### src/rtl/core/lssp_pkg.sv
// ----------------------------------------------------------------------------
// lssp_pkg
// Types, constants and helper functions of the line sensor steering block.
// ----------------------------------------------------------------------------
`timescale 1ns / 1ps

package lssp_pkg;

   localparam int NUM_LAMPS_DEF = 8;

   localparam int HEAD_W     = 15;
   localparam int GAIN_W     = 16;
   localparam int STEP_W     = 13;
   localparam int SPEED_W    = 13;
   localparam int LIN_W      = 13;
   localparam int DATA_W     = 32;
   localparam int CSR_IDX_W  = 3;
   localparam int CSR_DATA_W = 16;

   // Configuration register indexes.
   localparam logic [CSR_IDX_W-1:0] CSR_GAIN_P      = 3'd0;
   localparam logic [CSR_IDX_W-1:0] CSR_GAIN_I      = 3'd1;
   localparam logic [CSR_IDX_W-1:0] CSR_GAIN_D      = 3'd2;
   localparam logic [CSR_IDX_W-1:0] CSR_LAMP_STEP   = 3'd3;
   localparam logic [CSR_IDX_W-1:0] CSR_DRIVE_SPEED = 3'd4;

   localparam logic [GAIN_W-1:0]  GAIN_P_RST      = 16'd1229;
   localparam logic [GAIN_W-1:0]  GAIN_I_RST      = 16'd2458;
   localparam logic [GAIN_W-1:0]  GAIN_D_RST      = 16'd205;
   localparam logic [STEP_W-1:0]  LAMP_STEP_RST   = 13'd646;
   localparam logic [SPEED_W-1:0] DRIVE_SPEED_RST = 13'd410;
   localparam logic [SPEED_W-1:0] SPEED_MAX       = 13'd4096;

   // Shared multiplier and accumulator widths.
   localparam int MUL_A_W = 34;
   localparam int MUL_B_W = 21;
   localparam int PROD_W  = MUL_A_W + MUL_B_W;
   localparam int ACC_W   = PROD_W + 1;

   // floor(x / 3) == (x * RECIP3) >> RECIP_SHIFT for every x below 2**21.
   localparam logic signed [MUL_B_W-1:0] RECIP3 = 21'sd699051;
   localparam int RECIP_SHIFT = 21;

   localparam int FRAC_BITS = 12;
   localparam logic signed [ACC_W-1:0] ROUND_HALF = ACC_W'(64'sd2048);
   localparam logic signed [ACC_W-1:0] SAT_HI = ACC_W'(64'sd2147483647);
   localparam logic signed [ACC_W-1:0] SAT_LO = ACC_W'(-64'sd2147483648);

   // Waypoint aim headings and open windows, Q3.12 radians.
   localparam logic signed [15:0] WP0_AIM = 16'sd4370;
   localparam logic signed [15:0] WP0_LO  = 16'sd2048;
   localparam logic signed [15:0] WP0_HI  = 16'sd6144;
   localparam logic signed [15:0] WP1_AIM = -16'sd8741;
   localparam logic signed [15:0] WP1_LO  = -16'sd9421;
   localparam logic signed [15:0] WP1_HI  = -16'sd7782;
   localparam logic signed [15:0] WP2_AIM = -16'sd4370;
   localparam logic signed [15:0] WP2_LO  = -16'sd4452;
   localparam logic signed [15:0] WP2_HI  = -16'sd4289;
   localparam logic signed [15:0] WP3_AIM = 16'sd0;
   localparam logic signed [15:0] WP3_LO  = -16'sd193;
   localparam logic signed [15:0] WP3_HI  = 16'sd193;

   typedef enum logic [1:0] {
      LEG_FIRST,
      LEG_SECOND,
      LEG_THIRD,
      LEG_FOURTH
   } leg_type;

   typedef struct packed {
      logic mul_en;
      logic acc_load;
      logic acc_add;
   } mac_ctrl_type;

   typedef struct packed {
      logic              stop;
      logic              centroid;
      logic              count_two;
      logic              count_three;
      logic signed [15:0] wp_target;
      leg_type           wp_leg;
   } tgt_info_type;

   function automatic logic signed [DATA_W-1:0] sat32(input logic signed [ACC_W-1:0] v);
      logic signed [DATA_W-1:0] r;
      if (v > SAT_HI) begin
         r = 32'sh7FFFFFFF;
      end else if (v < SAT_LO) begin
         r = 32'sh80000000;
      end else begin
         r = v[DATA_W-1:0];
      end
      return r;
   endfunction

endpackage

### src/rtl/core/lssp_if.sv
// ----------------------------------------------------------------------------
// lssp_if
// Request, response and register write channels of the steering block.
// ----------------------------------------------------------------------------
`timescale 1ns / 1ps

interface lssp_req_if #(
   parameter int NUM_LAMPS = lssp_pkg::NUM_LAMPS_DEF
) ();
   logic                                valid;
   logic                                ready;
   logic [NUM_LAMPS-1:0]                lamp_bits;
   logic signed [lssp_pkg::HEAD_W-1:0]  heading;

   modport source (output valid, lamp_bits, heading, input ready);
   modport sink   (input valid, lamp_bits, heading, output ready);
endinterface

interface lssp_rsp_if ();
   logic                                valid;
   logic                                ready;
   logic                                driving;
   logic signed [lssp_pkg::LIN_W-1:0]   linear_cmd;
   logic signed [lssp_pkg::DATA_W-1:0]  angular_cmd;
   logic [1:0]                          waypoint_leg;

   modport source (output valid, driving, linear_cmd, angular_cmd, waypoint_leg, input ready);
   modport sink   (input valid, driving, linear_cmd, angular_cmd, waypoint_leg, output ready);
endinterface

interface lssp_csr_if ();
   logic                                valid;
   logic                                ready;
   logic [lssp_pkg::CSR_IDX_W-1:0]      index;
   logic [lssp_pkg::CSR_DATA_W-1:0]     data;

   modport source (output valid, index, data, input ready);
   modport sink   (input valid, index, data, output ready);
endinterface

### src/rtl/core/lssp_mac.sv
// ----------------------------------------------------------------------------
// lssp_mac
// Shared signed multiplier with a registered product and an accumulator.
// ----------------------------------------------------------------------------
`timescale 1ns / 1ps

module lssp_mac (
   input  logic                                  clock,
   input  lssp_pkg::mac_ctrl_type                ctrl,
   input  logic signed [lssp_pkg::MUL_A_W-1:0]   op_a,
   input  logic signed [lssp_pkg::MUL_B_W-1:0]   op_b,
   output logic signed [lssp_pkg::PROD_W-1:0]    prod,
   output logic signed [lssp_pkg::ACC_W-1:0]     acc
);

   logic signed [lssp_pkg::PROD_W-1:0] prod_ff, prod_in;
   logic signed [lssp_pkg::ACC_W-1:0]  acc_ff, acc_in;

   always_comb begin
      prod_in = prod_ff;
      acc_in  = acc_ff;
      if (ctrl.mul_en) begin
         prod_in = op_a * op_b;
      end
      // The accumulator always takes the registered product, not the one being formed.
      if (ctrl.acc_load) begin
         acc_in = lssp_pkg::ACC_W'(prod_ff);
      end else if (ctrl.acc_add) begin
         acc_in = acc_ff + lssp_pkg::ACC_W'(prod_ff);
      end
   end

   always_ff @(posedge clock) begin
      prod_ff <= prod_in;
      acc_ff  <= acc_in;
   end

   assign prod = prod_ff;
   assign acc  = acc_ff;

endmodule

### src/rtl/core/lssp_target.sv
// ----------------------------------------------------------------------------
// lssp_target
// Lamp count, lamp weight sum and waypoint leg target for one item.
// ----------------------------------------------------------------------------
`timescale 1ns / 1ps

module lssp_target #(
   parameter int NUM_LAMPS = lssp_pkg::NUM_LAMPS_DEF,
   parameter int SUM_W     = $clog2(NUM_LAMPS * NUM_LAMPS / 4 + 1) + 1
) (
   input  logic [NUM_LAMPS-1:0]                lamp_bits,
   input  logic signed [lssp_pkg::HEAD_W-1:0]  heading,
   input  lssp_pkg::leg_type                   leg,
   output lssp_pkg::tgt_info_type              info,
   output logic signed [SUM_W-1:0]             lamp_sum
);

   localparam int CNT_W = $clog2(NUM_LAMPS + 1);

   logic [CNT_W-1:0]        count;
   logic signed [SUM_W-1:0] sum;
   logic signed [15:0]      head;

   // Lamp j weighs NUM_LAMPS-1-2j half steps.
   always_comb begin
      count = '0;
      sum   = '0;
      for (int j = 0; j < NUM_LAMPS; j++) begin
         if (lamp_bits[j]) begin
            count = count + CNT_W'(1);
            sum   = sum + SUM_W'(NUM_LAMPS - 1 - 2 * j);
         end
      end
   end

   assign lamp_sum = sum;
   assign head     = {heading[lssp_pkg::HEAD_W-1], heading};

   always_comb begin
      info.stop        = (count == '0) || (count == CNT_W'(NUM_LAMPS));
      info.centroid    = !info.stop && (count <= CNT_W'(3));
      info.count_two   = (count == CNT_W'(2));
      info.count_three = (count == CNT_W'(3));
      info.wp_leg      = leg;
      case (leg)
         lssp_pkg::LEG_FIRST: begin
            info.wp_target = lssp_pkg::WP0_AIM - head;
            if (head > lssp_pkg::WP0_LO && head < lssp_pkg::WP0_HI) begin
               info.wp_leg = lssp_pkg::LEG_SECOND;
            end
         end
         lssp_pkg::LEG_SECOND: begin
            info.wp_target = lssp_pkg::WP1_AIM - head;
            if (head > lssp_pkg::WP1_LO && head < lssp_pkg::WP1_HI) begin
               info.wp_leg = lssp_pkg::LEG_THIRD;
            end
         end
         lssp_pkg::LEG_THIRD: begin
            info.wp_target = lssp_pkg::WP2_AIM - head;
            if (head > lssp_pkg::WP2_LO && head < lssp_pkg::WP2_HI) begin
               info.wp_leg = lssp_pkg::LEG_FOURTH;
            end
         end
         default: begin
            info.wp_target = lssp_pkg::WP3_AIM - head;
            if (head > lssp_pkg::WP3_LO && head < lssp_pkg::WP3_HI) begin
               info.wp_leg = lssp_pkg::LEG_FIRST;
            end
         end
      endcase
   end

endmodule

### src/rtl/core/line_sensor_steering_pid.sv
// ----------------------------------------------------------------------------
// line_sensor_steering_pid
// A request passes S_WSUM, S_SCALE, S_ERR, S_INTEG, S_MULI, S_MULD, S_ACC and
// S_OUT, which holds while a result waits; requests are taken only in S_IDLE.
// The single shared multiplier forms the centroid weight, the divide by three
// and the three PID terms. Reset clears the PID state, the leg and the output
// valid and loads the register defaults; there is no clearing pass.
// ----------------------------------------------------------------------------
`timescale 1ns / 1ps

module line_sensor_steering_pid #(
   parameter int NUM_LAMPS = lssp_pkg::NUM_LAMPS_DEF
) (
   input  logic        clock,
   input  logic        reset,
   lssp_req_if.sink    req_bus,
   lssp_rsp_if.source  rsp_bus,
   lssp_csr_if.sink    csr_bus
);

   localparam int SUM_W  = $clog2(NUM_LAMPS * NUM_LAMPS / 4 + 1) + 1;
   localparam int WSUM_W = lssp_pkg::STEP_W + SUM_W;
   localparam int A_W    = lssp_pkg::MUL_A_W;
   localparam int B_W    = lssp_pkg::MUL_B_W;
   localparam int D_W    = lssp_pkg::DATA_W;
   localparam int ACC_W  = lssp_pkg::ACC_W;

   typedef enum logic [3:0] {
      S_IDLE,
      S_WSUM,
      S_SCALE,
      S_ERR,
      S_INTEG,
      S_MULI,
      S_MULD,
      S_ACC,
      S_OUT
   } state_type;

   state_type                        state_ff, state_in;
   logic [NUM_LAMPS-1:0]             lamp_ff, lamp_in;
   logic signed [lssp_pkg::HEAD_W-1:0] head_ff, head_in;

   logic [lssp_pkg::GAIN_W-1:0]      gain_p_ff, gain_p_in;
   logic [lssp_pkg::GAIN_W-1:0]      gain_i_ff, gain_i_in;
   logic [lssp_pkg::GAIN_W-1:0]      gain_d_ff, gain_d_in;
   logic [lssp_pkg::STEP_W-1:0]      lamp_step_ff, lamp_step_in;
   logic [lssp_pkg::SPEED_W-1:0]     drive_speed_ff, drive_speed_in;

   logic                             sign_ff, sign_in;
   logic [WSUM_W-1:0]                shift_ff, shift_in;
   logic signed [D_W-1:0]            err_ff, err_in;
   logic signed [D_W-1:0]            integ_ff, integ_in;
   logic signed [D_W:0]              diff_ff, diff_in;
   logic                             drive_ff, drive_in;

   logic signed [D_W-1:0]            integral_ff, integral_in;
   logic signed [D_W-1:0]            prev_err_ff, prev_err_in;
   logic signed [D_W-1:0]            prev_out_ff, prev_out_in;
   lssp_pkg::leg_type                leg_ff, leg_in;

   logic                             rsp_valid_ff, rsp_valid_in;
   logic                             rsp_driving_ff, rsp_driving_in;
   logic signed [lssp_pkg::LIN_W-1:0] rsp_lin_ff, rsp_lin_in;
   logic signed [D_W-1:0]            rsp_ang_ff, rsp_ang_in;
   lssp_pkg::leg_type                rsp_leg_ff, rsp_leg_in;

   lssp_pkg::tgt_info_type           info;
   logic signed [SUM_W-1:0]          lamp_sum;
   lssp_pkg::mac_ctrl_type           mac_ctrl;
   logic signed [A_W-1:0]            mac_a;
   logic signed [B_W-1:0]            mac_b;
   logic signed [lssp_pkg::PROD_W-1:0] prod;
   logic signed [ACC_W-1:0]          acc;

   logic signed [WSUM_W-1:0]         wsum;
   logic [WSUM_W-1:0]                mag;
   logic [WSUM_W-1:0]                shift_c;
   logic [WSUM_W-1:0]                quot;
   logic signed [A_W-1:0]            cent_ext;
   logic signed [A_W-1:0]            target;
   logic signed [A_W-1:0]            err_wide;
   logic signed [ACC_W-1:0]          rounded;
   logic signed [D_W-1:0]            pid_out;
   logic [lssp_pkg::SPEED_W-1:0]     speed;
   logic                             out_free;

   lssp_target #(
      .NUM_LAMPS (NUM_LAMPS),
      .SUM_W     (SUM_W)
   ) u_target (
      .lamp_bits (lamp_ff),
      .heading   (head_ff),
      .leg       (leg_ff),
      .info      (info),
      .lamp_sum  (lamp_sum)
   );

   lssp_mac u_mac (
      .clock (clock),
      .ctrl  (mac_ctrl),
      .op_a  (mac_a),
      .op_b  (mac_b),
      .prod  (prod),
      .acc   (acc)
   );

   assign req_bus.ready = (state_ff == S_IDLE);
   assign csr_bus.ready = 1'b1;
   assign out_free      = !rsp_valid_ff || rsp_bus.ready;

   // Centroid: |wsum| / (2 * count) truncated, a divide by three going through
   // the multiplier as a reciprocal.
   assign wsum     = prod[WSUM_W-1:0];
   assign mag      = wsum[WSUM_W-1] ? WSUM_W'(-wsum) : WSUM_W'(wsum);
   assign shift_c  = info.count_two ? (mag >> 2) : (mag >> 1);
   assign quot     = info.count_three ? prod[lssp_pkg::RECIP_SHIFT +: WSUM_W] : shift_ff;
   assign cent_ext = {{(A_W - WSUM_W){1'b0}}, quot};

   always_comb begin
      if (info.stop) begin
         target = '0;
      end else if (info.centroid) begin
         target = sign_ff ? -cent_ext : cent_ext;
      end else begin
         target = {{(A_W - 16){info.wp_target[15]}}, info.wp_target};
      end
   end

   assign err_wide = target - A_W'(prev_out_ff);
   assign rounded  = acc + lssp_pkg::ROUND_HALF;
   assign pid_out  = lssp_pkg::sat32(rounded >>> lssp_pkg::FRAC_BITS);
   assign speed    = (drive_speed_ff > lssp_pkg::SPEED_MAX) ? lssp_pkg::SPEED_MAX
                                                           : drive_speed_ff;

   always_comb begin
      state_in       = state_ff;
      lamp_in        = lamp_ff;
      head_in        = head_ff;
      gain_p_in      = gain_p_ff;
      gain_i_in      = gain_i_ff;
      gain_d_in      = gain_d_ff;
      lamp_step_in   = lamp_step_ff;
      drive_speed_in = drive_speed_ff;
      sign_in        = sign_ff;
      shift_in       = shift_ff;
      err_in         = err_ff;
      integ_in       = integ_ff;
      diff_in        = diff_ff;
      drive_in       = drive_ff;
      integral_in    = integral_ff;
      prev_err_in    = prev_err_ff;
      prev_out_in    = prev_out_ff;
      leg_in         = leg_ff;
      rsp_valid_in   = rsp_valid_ff && !rsp_bus.ready;
      rsp_driving_in = rsp_driving_ff;
      rsp_lin_in     = rsp_lin_ff;
      rsp_ang_in     = rsp_ang_ff;
      rsp_leg_in     = rsp_leg_ff;
      mac_ctrl       = '0;
      mac_a          = '0;
      mac_b          = '0;

      if (csr_bus.valid) begin
         case (csr_bus.index)
            lssp_pkg::CSR_GAIN_P:      gain_p_in      = csr_bus.data;
            lssp_pkg::CSR_GAIN_I:      gain_i_in      = csr_bus.data;
            lssp_pkg::CSR_GAIN_D:      gain_d_in      = csr_bus.data;
            lssp_pkg::CSR_LAMP_STEP:   lamp_step_in   = csr_bus.data[lssp_pkg::STEP_W-1:0];
            lssp_pkg::CSR_DRIVE_SPEED: drive_speed_in = csr_bus.data[lssp_pkg::SPEED_W-1:0];
            default: ;
         endcase
      end

      case (state_ff)
         S_IDLE: begin
            if (req_bus.valid) begin
               lamp_in  = req_bus.lamp_bits;
               head_in  = req_bus.heading;
               state_in = S_WSUM;
            end
         end
         S_WSUM: begin
            mac_ctrl.mul_en = 1'b1;
            mac_a    = {{(A_W - lssp_pkg::STEP_W){1'b0}}, lamp_step_ff};
            mac_b    = B_W'(lamp_sum);
            state_in = S_SCALE;
         end
         S_SCALE: begin
            mac_ctrl.mul_en = 1'b1;
            mac_a    = {{(A_W - WSUM_W){1'b0}}, shift_c};
            mac_b    = lssp_pkg::RECIP3;
            sign_in  = wsum[WSUM_W-1];
            shift_in = shift_c;
            state_in = S_ERR;
         end
         S_ERR: begin
            err_in   = lssp_pkg::sat32(ACC_W'(err_wide));
            drive_in = !info.stop;
            if (!info.stop && !info.centroid) begin
               leg_in = info.wp_leg;
            end
            state_in = S_INTEG;
         end
         S_INTEG: begin
            integ_in = lssp_pkg::sat32(ACC_W'(integral_ff) + ACC_W'(err_ff));
            diff_in  = (D_W + 1)'(err_ff) - (D_W + 1)'(prev_err_ff);
            mac_ctrl.mul_en = 1'b1;
            mac_a    = A_W'(err_ff);
            mac_b    = {{(B_W - lssp_pkg::GAIN_W){1'b0}}, gain_p_ff};
            state_in = S_MULI;
         end
         S_MULI: begin
            mac_ctrl.mul_en   = 1'b1;
            mac_ctrl.acc_load = 1'b1;
            mac_a    = A_W'(integ_ff);
            mac_b    = {{(B_W - lssp_pkg::GAIN_W){1'b0}}, gain_i_ff};
            state_in = S_MULD;
         end
         S_MULD: begin
            mac_ctrl.mul_en  = 1'b1;
            mac_ctrl.acc_add = 1'b1;
            mac_a    = A_W'(diff_ff);
            mac_b    = {{(B_W - lssp_pkg::GAIN_W){1'b0}}, gain_d_ff};
            state_in = S_ACC;
         end
         S_ACC: begin
            mac_ctrl.acc_add = 1'b1;
            state_in = S_OUT;
         end
         S_OUT: begin
            // Hold here while the previous result still waits to be taken.
            if (out_free) begin
               integral_in    = integ_ff;
               prev_err_in    = err_ff;
               prev_out_in    = pid_out;
               rsp_valid_in   = 1'b1;
               rsp_driving_in = drive_ff;
               rsp_lin_in     = drive_ff ? (lssp_pkg::LIN_W'(0) - speed) : '0;
               rsp_ang_in     = drive_ff ? pid_out : '0;
               rsp_leg_in     = leg_ff;
               state_in       = S_IDLE;
            end
         end
         default: begin
            state_in = S_IDLE;
         end
      endcase
   end

   always_ff @(posedge clock) begin
      if (reset) begin
         state_ff       <= S_IDLE;
         gain_p_ff      <= lssp_pkg::GAIN_P_RST;
         gain_i_ff      <= lssp_pkg::GAIN_I_RST;
         gain_d_ff      <= lssp_pkg::GAIN_D_RST;
         lamp_step_ff   <= lssp_pkg::LAMP_STEP_RST;
         drive_speed_ff <= lssp_pkg::DRIVE_SPEED_RST;
         integral_ff    <= '0;
         prev_err_ff    <= '0;
         prev_out_ff    <= '0;
         leg_ff         <= lssp_pkg::LEG_FIRST;
         rsp_valid_ff   <= 1'b0;
      end else begin
         state_ff       <= state_in;
         gain_p_ff      <= gain_p_in;
         gain_i_ff      <= gain_i_in;
         gain_d_ff      <= gain_d_in;
         lamp_step_ff   <= lamp_step_in;
         drive_speed_ff <= drive_speed_in;
         integral_ff    <= integral_in;
         prev_err_ff    <= prev_err_in;
         prev_out_ff    <= prev_out_in;
         leg_ff         <= leg_in;
         rsp_valid_ff   <= rsp_valid_in;
      end
      lamp_ff        <= lamp_in;
      head_ff        <= head_in;
      sign_ff        <= sign_in;
      shift_ff       <= shift_in;
      err_ff         <= err_in;
      integ_ff       <= integ_in;
      diff_ff        <= diff_in;
      drive_ff       <= drive_in;
      rsp_driving_ff <= rsp_driving_in;
      rsp_lin_ff     <= rsp_lin_in;
      rsp_ang_ff     <= rsp_ang_in;
      rsp_leg_ff     <= rsp_leg_in;
   end

   assign rsp_bus.valid        = rsp_valid_ff;
   assign rsp_bus.driving      = rsp_driving_ff;
   assign rsp_bus.linear_cmd   = rsp_lin_ff;
   assign rsp_bus.angular_cmd  = rsp_ang_ff;
   assign rsp_bus.waypoint_leg = rsp_leg_ff;

endmodule

### src/flat_wrapper.sv
// flat-port wrapper written by rule: the top's interface ports become plain ports
module line_sensor_steering_pid_flat 
#(
   parameter int NUM_LAMPS = lssp_pkg::NUM_LAMPS_DEF
)
  (clock, reset, req_bus_valid, req_bus_lamp_bits, req_bus_heading, req_bus_ready, rsp_bus_valid, rsp_bus_driving, rsp_bus_linear_cmd, rsp_bus_angular_cmd, rsp_bus_waypoint_leg, rsp_bus_ready, csr_bus_valid, csr_bus_index, csr_bus_data, csr_bus_ready);
  lssp_req_if #(.NUM_LAMPS(NUM_LAMPS)) req_bus_i ();
  lssp_rsp_if rsp_bus_i ();
  lssp_csr_if csr_bus_i ();
  input  logic clock;
  input  logic reset;
  input wire logic [$bits(req_bus_i.valid)-1:0] req_bus_valid;
  input wire logic [$bits(req_bus_i.lamp_bits)-1:0] req_bus_lamp_bits;
  input wire logic [$bits(req_bus_i.heading)-1:0] req_bus_heading;
  output wire logic [$bits(req_bus_i.ready)-1:0] req_bus_ready;
  output wire logic [$bits(rsp_bus_i.valid)-1:0] rsp_bus_valid;
  output wire logic [$bits(rsp_bus_i.driving)-1:0] rsp_bus_driving;
  output wire logic [$bits(rsp_bus_i.linear_cmd)-1:0] rsp_bus_linear_cmd;
  output wire logic [$bits(rsp_bus_i.angular_cmd)-1:0] rsp_bus_angular_cmd;
  output wire logic [$bits(rsp_bus_i.waypoint_leg)-1:0] rsp_bus_waypoint_leg;
  input wire logic [$bits(rsp_bus_i.ready)-1:0] rsp_bus_ready;
  input wire logic [$bits(csr_bus_i.valid)-1:0] csr_bus_valid;
  input wire logic [$bits(csr_bus_i.index)-1:0] csr_bus_index;
  input wire logic [$bits(csr_bus_i.data)-1:0] csr_bus_data;
  output wire logic [$bits(csr_bus_i.ready)-1:0] csr_bus_ready;
  assign req_bus_i.valid = req_bus_valid;
  assign req_bus_i.lamp_bits = req_bus_lamp_bits;
  assign req_bus_i.heading = req_bus_heading;
  assign req_bus_ready = req_bus_i.ready;
  assign rsp_bus_valid = rsp_bus_i.valid;
  assign rsp_bus_driving = rsp_bus_i.driving;
  assign rsp_bus_linear_cmd = rsp_bus_i.linear_cmd;
  assign rsp_bus_angular_cmd = rsp_bus_i.angular_cmd;
  assign rsp_bus_waypoint_leg = rsp_bus_i.waypoint_leg;
  assign rsp_bus_i.ready = rsp_bus_ready;
  assign csr_bus_i.valid = csr_bus_valid;
  assign csr_bus_i.index = csr_bus_index;
  assign csr_bus_i.data = csr_bus_data;
  assign csr_bus_ready = csr_bus_i.ready;
  line_sensor_steering_pid #(.NUM_LAMPS(NUM_LAMPS)) u_core (.clock(clock), .reset(reset), .req_bus(req_bus_i), .rsp_bus(rsp_bus_i), .csr_bus(csr_bus_i));
endmodule
### config.mk
export PLATFORM = sky130hd
export DESIGN_NAME = line_sensor_steering_pid_flat
export DESIGN_NICKNAME = d
export VERILOG_FILES = /design/src/rtl/core/lssp_pkg.sv /design/src/rtl/core/lssp_if.sv /design/src/rtl/core/lssp_mac.sv /design/src/rtl/core/lssp_target.sv /design/src/rtl/core/line_sensor_steering_pid.sv /design/src/flat_wrapper.sv
export SDC_FILE = /design/constraint.sdc
export NUM_CORES = 2
export LEC_CHECK = 0
export BUFFER_PORTS_ARGS = -buffer_cell sky130_fd_sc_hd__clkbuf_2
export CORE_MARGIN = 8
export CORE_UTILIZATION = 55
export CTS_CLUSTER_SIZE = 20
export DETAILED_ROUTE_END_ITERATION = 8
export PLACE_DENSITY = 0.77
export SYNTH_ARGS = -nofsm -noshare
export SYNTH_HDL_FRONTEND = slang
export SYNTH_SLANG_ARGS = --single-unit
### constraint.sdc
create_clock -name clock -period 17.58 [get_ports clock]
set_input_delay 3.516 -clock clock [delete_from_list [all_inputs] [get_ports clock]]
set_output_delay 3.516 -clock clock [all_outputs]
set_load 0.05 [all_outputs]
-- After elaboration in Yosys (flattened, before gate mapping)
Cells that the tools add are included.
- register bits: 477
- input bits: 47
- word-level logic and storage cells: 164
- $add $sub $neg: 26
- $mul: 1
- $lt $le $gt $ge: 16
- equal/unequal tests: 22
- muxes and demuxes: 44
- reduce and logical (&&, ||, !) cells: 30
- operator list (cell ; count):
    one-hot mux 34 bit (5 select lines) ; 1
    2-to-1 mux 32 bit ; 4
    2-to-1 mux 56 bit ; 2
    one-hot mux 21 bit (5 select lines) ; 1
    2-to-1 mux 34 bit ; 3
    adder 56 x 13 -> 56 bit (second input constant) ; 1
    adder 56 x 55 -> 56 bit ; 1
    greater-than comparator 56 x 32 -> 1 bit (second input constant) ; 1
    < comparator 56 x 32 -> 1 bit (second input constant) ; 1
    multiplier 34 x 21 -> 55 bit ; 1
    one-hot mux 18 bit (3 select lines) ; 1
    < comparator 15 x 14 -> 1 bit (second input constant) ; 3
    greater-than comparator 44 x 32 -> 1 bit (second input constant) ; 1
    < comparator 44 x 32 -> 1 bit (second input constant) ; 1
    2-to-1 mux 6 bit ; 7
    2-to-1 mux 19 bit ; 2
    2-to-1 mux 4 bit ; 9
    one-hot mux 4 bit (9 select lines) ; 1
    greater-than comparator 34 x 32 -> 1 bit (second input constant) ; 1
    < comparator 34 x 32 -> 1 bit (second input constant) ; 1
    negation 19 -> 34 bit ; 1
    subtractor 34 x 32 -> 34 bit ; 1
    adder 32 x 32 -> 33 bit ; 1
    subtractor 32 x 32 -> 33 bit ; 1
    other kinds (46) ; 92

-- Depth between registers and ports, before layout
- depth in word-level cells: 24
- mapped depth: 57
- depth with buffers taken out: 54

-- Modules after synthesis
A second synthesis with hierarchy kept.
- cells, all modules: 6362
- area, all modules: 56426.6 um^2
- modules (own cells, without submodules) (module ; instances ; cells an instance ; area an instance (um^2)):
    lssp_mac ; 1 ; 3519 ; 32064.5
    line_sensor_steering_pid ; 1 ; 2447 ; 21602.0
    lssp_target ; 1 ; 396 ; 2760.1

-- Worst setup path after synthesis
No wires, ideal clock.
- path type: register to register
- start: register u_core.lamp_ff[0]
- end: register u_core.u_mac.prod_ff (netlist bit u_core.u_mac.prod[53]), data pin
- data arrival time: 12134 ps
- data required time: 17315 ps
- setup slack: 5181 ps
- cell stages (with the launch flop): 55
- path buffers: 4
- clock period less this slack: 12399 ps
- path through: edfxtp_1 > ha_1 > clkbuf_1 > nor2b_1 > or2_2 > ha_1 > nand2b_1 > o21a_1 > ha_1 > nand2_1 > nand2_1 > ha_1 > nor2b_1 > a21oi_1 > ha_1 > and2_1 > or2_2 > ha_1 > [19 not listed] > fa_1 > fa_1 > inv_1 > fa_1 > inv_1 > ha_1 > nand3_1 > nor2_1 > and2_1 > o311ai_0 > a2111oi_0 > o21ai_0 > a21boi_0 > a41o_1 > a31o_2 > o21ai_0 > o21ai_0 > xor2_1
- word-level cells in the longest chain between the ends: 19
- elaborated cells on any way between the ends: 35
- those cells by class: add/sub: 14; mul: 1; eq/ne: 1; mux: 19
- RTL lines (what ; line ; RTL):
    start: declaration ; line_sensor_steering_pid.sv:41 ; logic [NUM_LAMPS-1:0] lamp_ff, lamp_in;
    start signal: assignment ; line_sensor_steering_pid.sv:277 ; lamp_ff <= lamp_in;
    branches (longest 18 deep; another with adder 6 x 4 -> 6 bit) ; n/a ;
    multiplier 34 x 21 -> 55 bit * ; lssp_mac.sv:23 ; prod_in = op_a * op_b;
    end signal: assignment ; lssp_mac.sv:34 ; prod_ff <= prod_in;
    end: declaration ; lssp_mac.sv:16 ; logic signed [lssp_pkg::PROD_W-1:0] prod_ff, prod_in;
Mark *: on every way between the ends.
A chain may end at the register's enable or synchronous reset.

-- Worst setup path after layout
Same ends and word-level chain as after synthesis.

==> results.sh <==
export IMPL_hold_ws_ns=0.453
export IMPL_vias_per_cell=5.84
export IMPL_grt_remaining_overflow=0
export IMPL_htreeDepth=2
export IMPL_synth_top_family_by_area="adder cells"
export IMPL_drt_iter0_drc=4791
export IMPL_grt_setup_unrepaired="no"
export IMPL_cts_resized=0
export IMPL_critical_path_required_ns=17.94
export IMPL_cp_start_kind="register"
export IMPL_setup_slack_ns=2.85
export IMPL_grt_max_degree=117
export IMPL_clk_pin_slew_ns=0.06
export IMPL_syn_inst=6233
export IMPL_detail_route_antenna_nets=0
export IMPL_syn_area_mm2=0.0548
export IMPL_rows=115
export IMPL_numPortBuffers=96
export IMPL_numClockSinks=476
export IMPL_synth_xor_area_share_pct=4.79
export IMPL_synthFlopType="edfxtp_1"
export IMPL_period_minus_slack_ns=14.73
export IMPL_synth_seq_cells=476
export IMPL_max_freq_mhz=67.9
export IMPL_grt_pass1_vias=43900
export IMPL_cp_common_cell="ha_1"
export IMPL_io_pin_count=98
export IMPL_end_kind="register"
export IMPL_worstPathMaxFanout=25
export IMPL_synth_cell_types=98
export IMPL_dp_final_hpwl_um=126000
export IMPL_cts_tree="yes"
export IMPL_synthAdderAreaFrac_pct=33.1
export IMPL_worst_slew_pin_slew_ns=1.24
export IMPL_initial_core_util_pct=55.6
export IMPL_fp_dieH_um=332
export IMPL_wl_per_cell_um=21.3
export IMPL_wl_um=161000
export IMPL_relSlewSlack_pct=16.9
export IMPL_synth_seq_area_share_pct=22.9
export IMPL_async_flop_share_pct=0
export IMPL_path_class="register to register"
export IMPL_cts_buffers=54
export IMPL_outcome="completed"
export IMPL_hp_class="register to register"
export IMPL_ys_warn_count=0
export IMPL_arrival_ns=15.10
export IMPL_cts_root_buf="clkbuf_16"
export IMPL_final_setup_viol_count=0
export IMPL_tns_ns=0
export IMPL_top_usage_layer="met2"
export IMPL_antenna_found_initial=3
export IMPL_cts_setup_buffers=0
export IMPL_fin_crit_sh_pct=83.8
export IMPL_synthToLayoutAreaGrowth_pct=6.48
export IMPL_place_gp_congestion=0.969
export IMPL_holdBufCountCts=0
export IMPL_cpPeakStageDelay_ns=0.92
export IMPL_die_x_um=332
export IMPL_grt_pass1_wl_um=251000
export IMPL_synth_edff_count=299
export IMPL_yosys_mux_area_fraction_pct=1.16
export IMPL_clockBufferDepth=3
export IMPL_gr_usage_all_layers_pct=28.7
export IMPL_fp_dieArea_mm2=0.110
export IMPL_maxSlewViolCount=0
export IMPL_grtUsageMet2_pct=44.6
export IMPL_grtUsageMet3_pct=5.45
export IMPL_firstDrtPassIters=8
export IMPL_drive_above_1_share_pct=4.84
export IMPL_drv_cap=0
export IMPL_synth_area_per_cell_um2=8.78
export IMPL_yosys_area_share_simple_pct=15.1
export IMPL_routed_via_count=44200
export IMPL_met1_usage_pct=39.5
export IMPL_cp_slowest_cell="a21oi_1"
export IMPL_skew_ns=0.0384
export IMPL_pre_cts_ws_ns=3.08
export IMPL_core_area_mm2=0.0986
export IMPL_num_nets_final=7312
export IMPL_drc=0
export IMPL_clock_latency_ns=0.63
export IMPL_hold_violations=0
export IMPL_synth_compound_area_share_pct=13.6
-- layout make-up --
class                      instances  area [µm²]
antenna                            3        7.51
clock buffer                      72        1530
clock inverter                    29         250
fill                            8425       40300
inverter                        1081        4060
multi-input combinational       4485       37500
sequential                       476       12500
tap                             1287        1610
timing repair buffer             138         798
-- per-layer routing --
metal  up-vias  wire, µm
met5         -        30
li1      20200         -
met1     21600     66800
met4         4      7460
met2      2089     71500
met3       340     15100
-- flip-flops by register name (all words and copies together) (netlist names), 15 cells and up --
name                        count
u_core.u_mac.acc               56
u_core.u_mac.prod              55
u_core.diff_ff                 33
u_core.err_ff                  32
u_core.integ_ff                32
u_core.integral_ff             32
u_core.prev_err_ff             32
u_core.prev_out_ff             32
u_core.rsp_bus.angular_cmd     32
u_core.shift_ff                18
u_core.gain_d_ff               16
u_core.gain_i_ff               16
u_core.gain_p_ff               16
u_core.head_ff                 15
-- logic make-up (layout without fill, tap and decap cells) --
logic type      count (synthesis)  after routing
compound gates               1165           1165
simple gates                 1860           1860
xor+xnor                      293            293
other cells                     2             77
buf+inv                      1344           1320
flops                         476            476
mux                            57             57
fa+ha+maj                    1036           1036
-- cells in the mapped netlist (all sizes together), types with 12 or more instances --
master | instances | area (µm²)
inv | 1077 | 4040
nand2 | 919 | 3450
fa | 690 | 13800
nor2 | 409 | 1540
a21oi | 396 | 2000
ha | 339 | 4240
edfxtp | 299 | 8980
clkbuf | 219 | 822
xnor2 | 181 | 1590
o21ai | 179 | 896
dfxtp | 177 | 3540
a21o | 152 | 1140
xor2 | 108 | 946
nand3 | 89 | 450
nor2b | 73 | 457
a211oi | 69 | 523
o21a | 68 | 510
nor3 | 59 | 307
nand2b | 54 | 338
and3 | 51 | 319
a22oi | 50 | 375
and2 | 47 | 294
buf | 44 | 195
mux2i | 42 | 433
o21bai | 40 | 300
nand4 | 31 | 194
a31oi | 30 | 188
nand3b | 30 | 225
o31ai | 27 | 203
nor4 | 24 | 150
or3 | 19 | 119
o211ai | 16 | 120
or2 | 14 | 87.6
a31o | 13 | 114
and4 | 13 | 114
a21boi | 12 | 90.1
a222oi | 12 | 120
mux2 | 12 | 135
-- cells in the final DEF, fill, tap and decap left out, types with 54 or more instances in the layout --
cell type / instances
a211oi_1: 68
a21o_1: 152
a21oi_1: 393
clkbuf_16: 55
clkbuf_2: 95
conb_1: 74
dfxtp_1: 177
edfxtp_1: 299
fa_1: 690
ha_1: 339
inv_1: 1076
nand2_1: 918
nand2b_1: 54
nand3_1: 85
nor2_1: 404
nor2b_1: 73
nor3_1: 55
o21a_1: 68
o21ai_0: 172
xnor2_1: 181
xor2_1: 108
-- worst paths after layout --
path | slack [ns] | to | cells past startpoint | from
setup reg to reg | 2.85 | u_core.u_mac.prod[53]$_DFFE_PP_ | 49 | u_core.lamp_ff[0]$_DFFE_PP_
hold / removal | 0.45 | u_core.prev_err_ff[25]$_SDFFE_PP0P_ | 2 | u_core.prev_err_ff[25]$_SDFFE_PP0P_
hold reg to reg | 0.45 | u_core.prev_err_ff[25]$_SDFFE_PP0P_ | 2 | u_core.prev_err_ff[25]$_SDFFE_PP0P_
setup / recovery | 2.85 | u_core.u_mac.prod[53]$_DFFE_PP_ | 49 | u_core.lamp_ff[0]$_DFFE_PP_
-- through the flow --
| stage | util, % | cell area [µm²] | std cells |
|---|---|---|---|
| after CTS | 59.1 | 58300 | 7568 |
| final | 59.2 | 58300 | 7571 |
| after global routing | 59.1 | 58300 | 7568 |
| after global placement | 57.3 | 56500 | 7467 |
| after floorplan | - | 55000 | 6305 |
| after detailed placement | 57.3 | 56500 | 7467 |
-- worst max-delay path: cells and delay by family (launching register included) --
family,cells,cell delay [ns]
AOI/OAI and AO/OA,14,4.16
buffers and inverters,3,0.35
muxes,1,0.44
and+or+nand+nor,13,2.79
DFF,1,0.46
xor gates and xnor gates,4,0.82
adders and majority gates,14,5.43
Power is left out: the tool's default activity adds up to more than one toggle a clock period on the data nets, which glitch-free logic cannot reach.
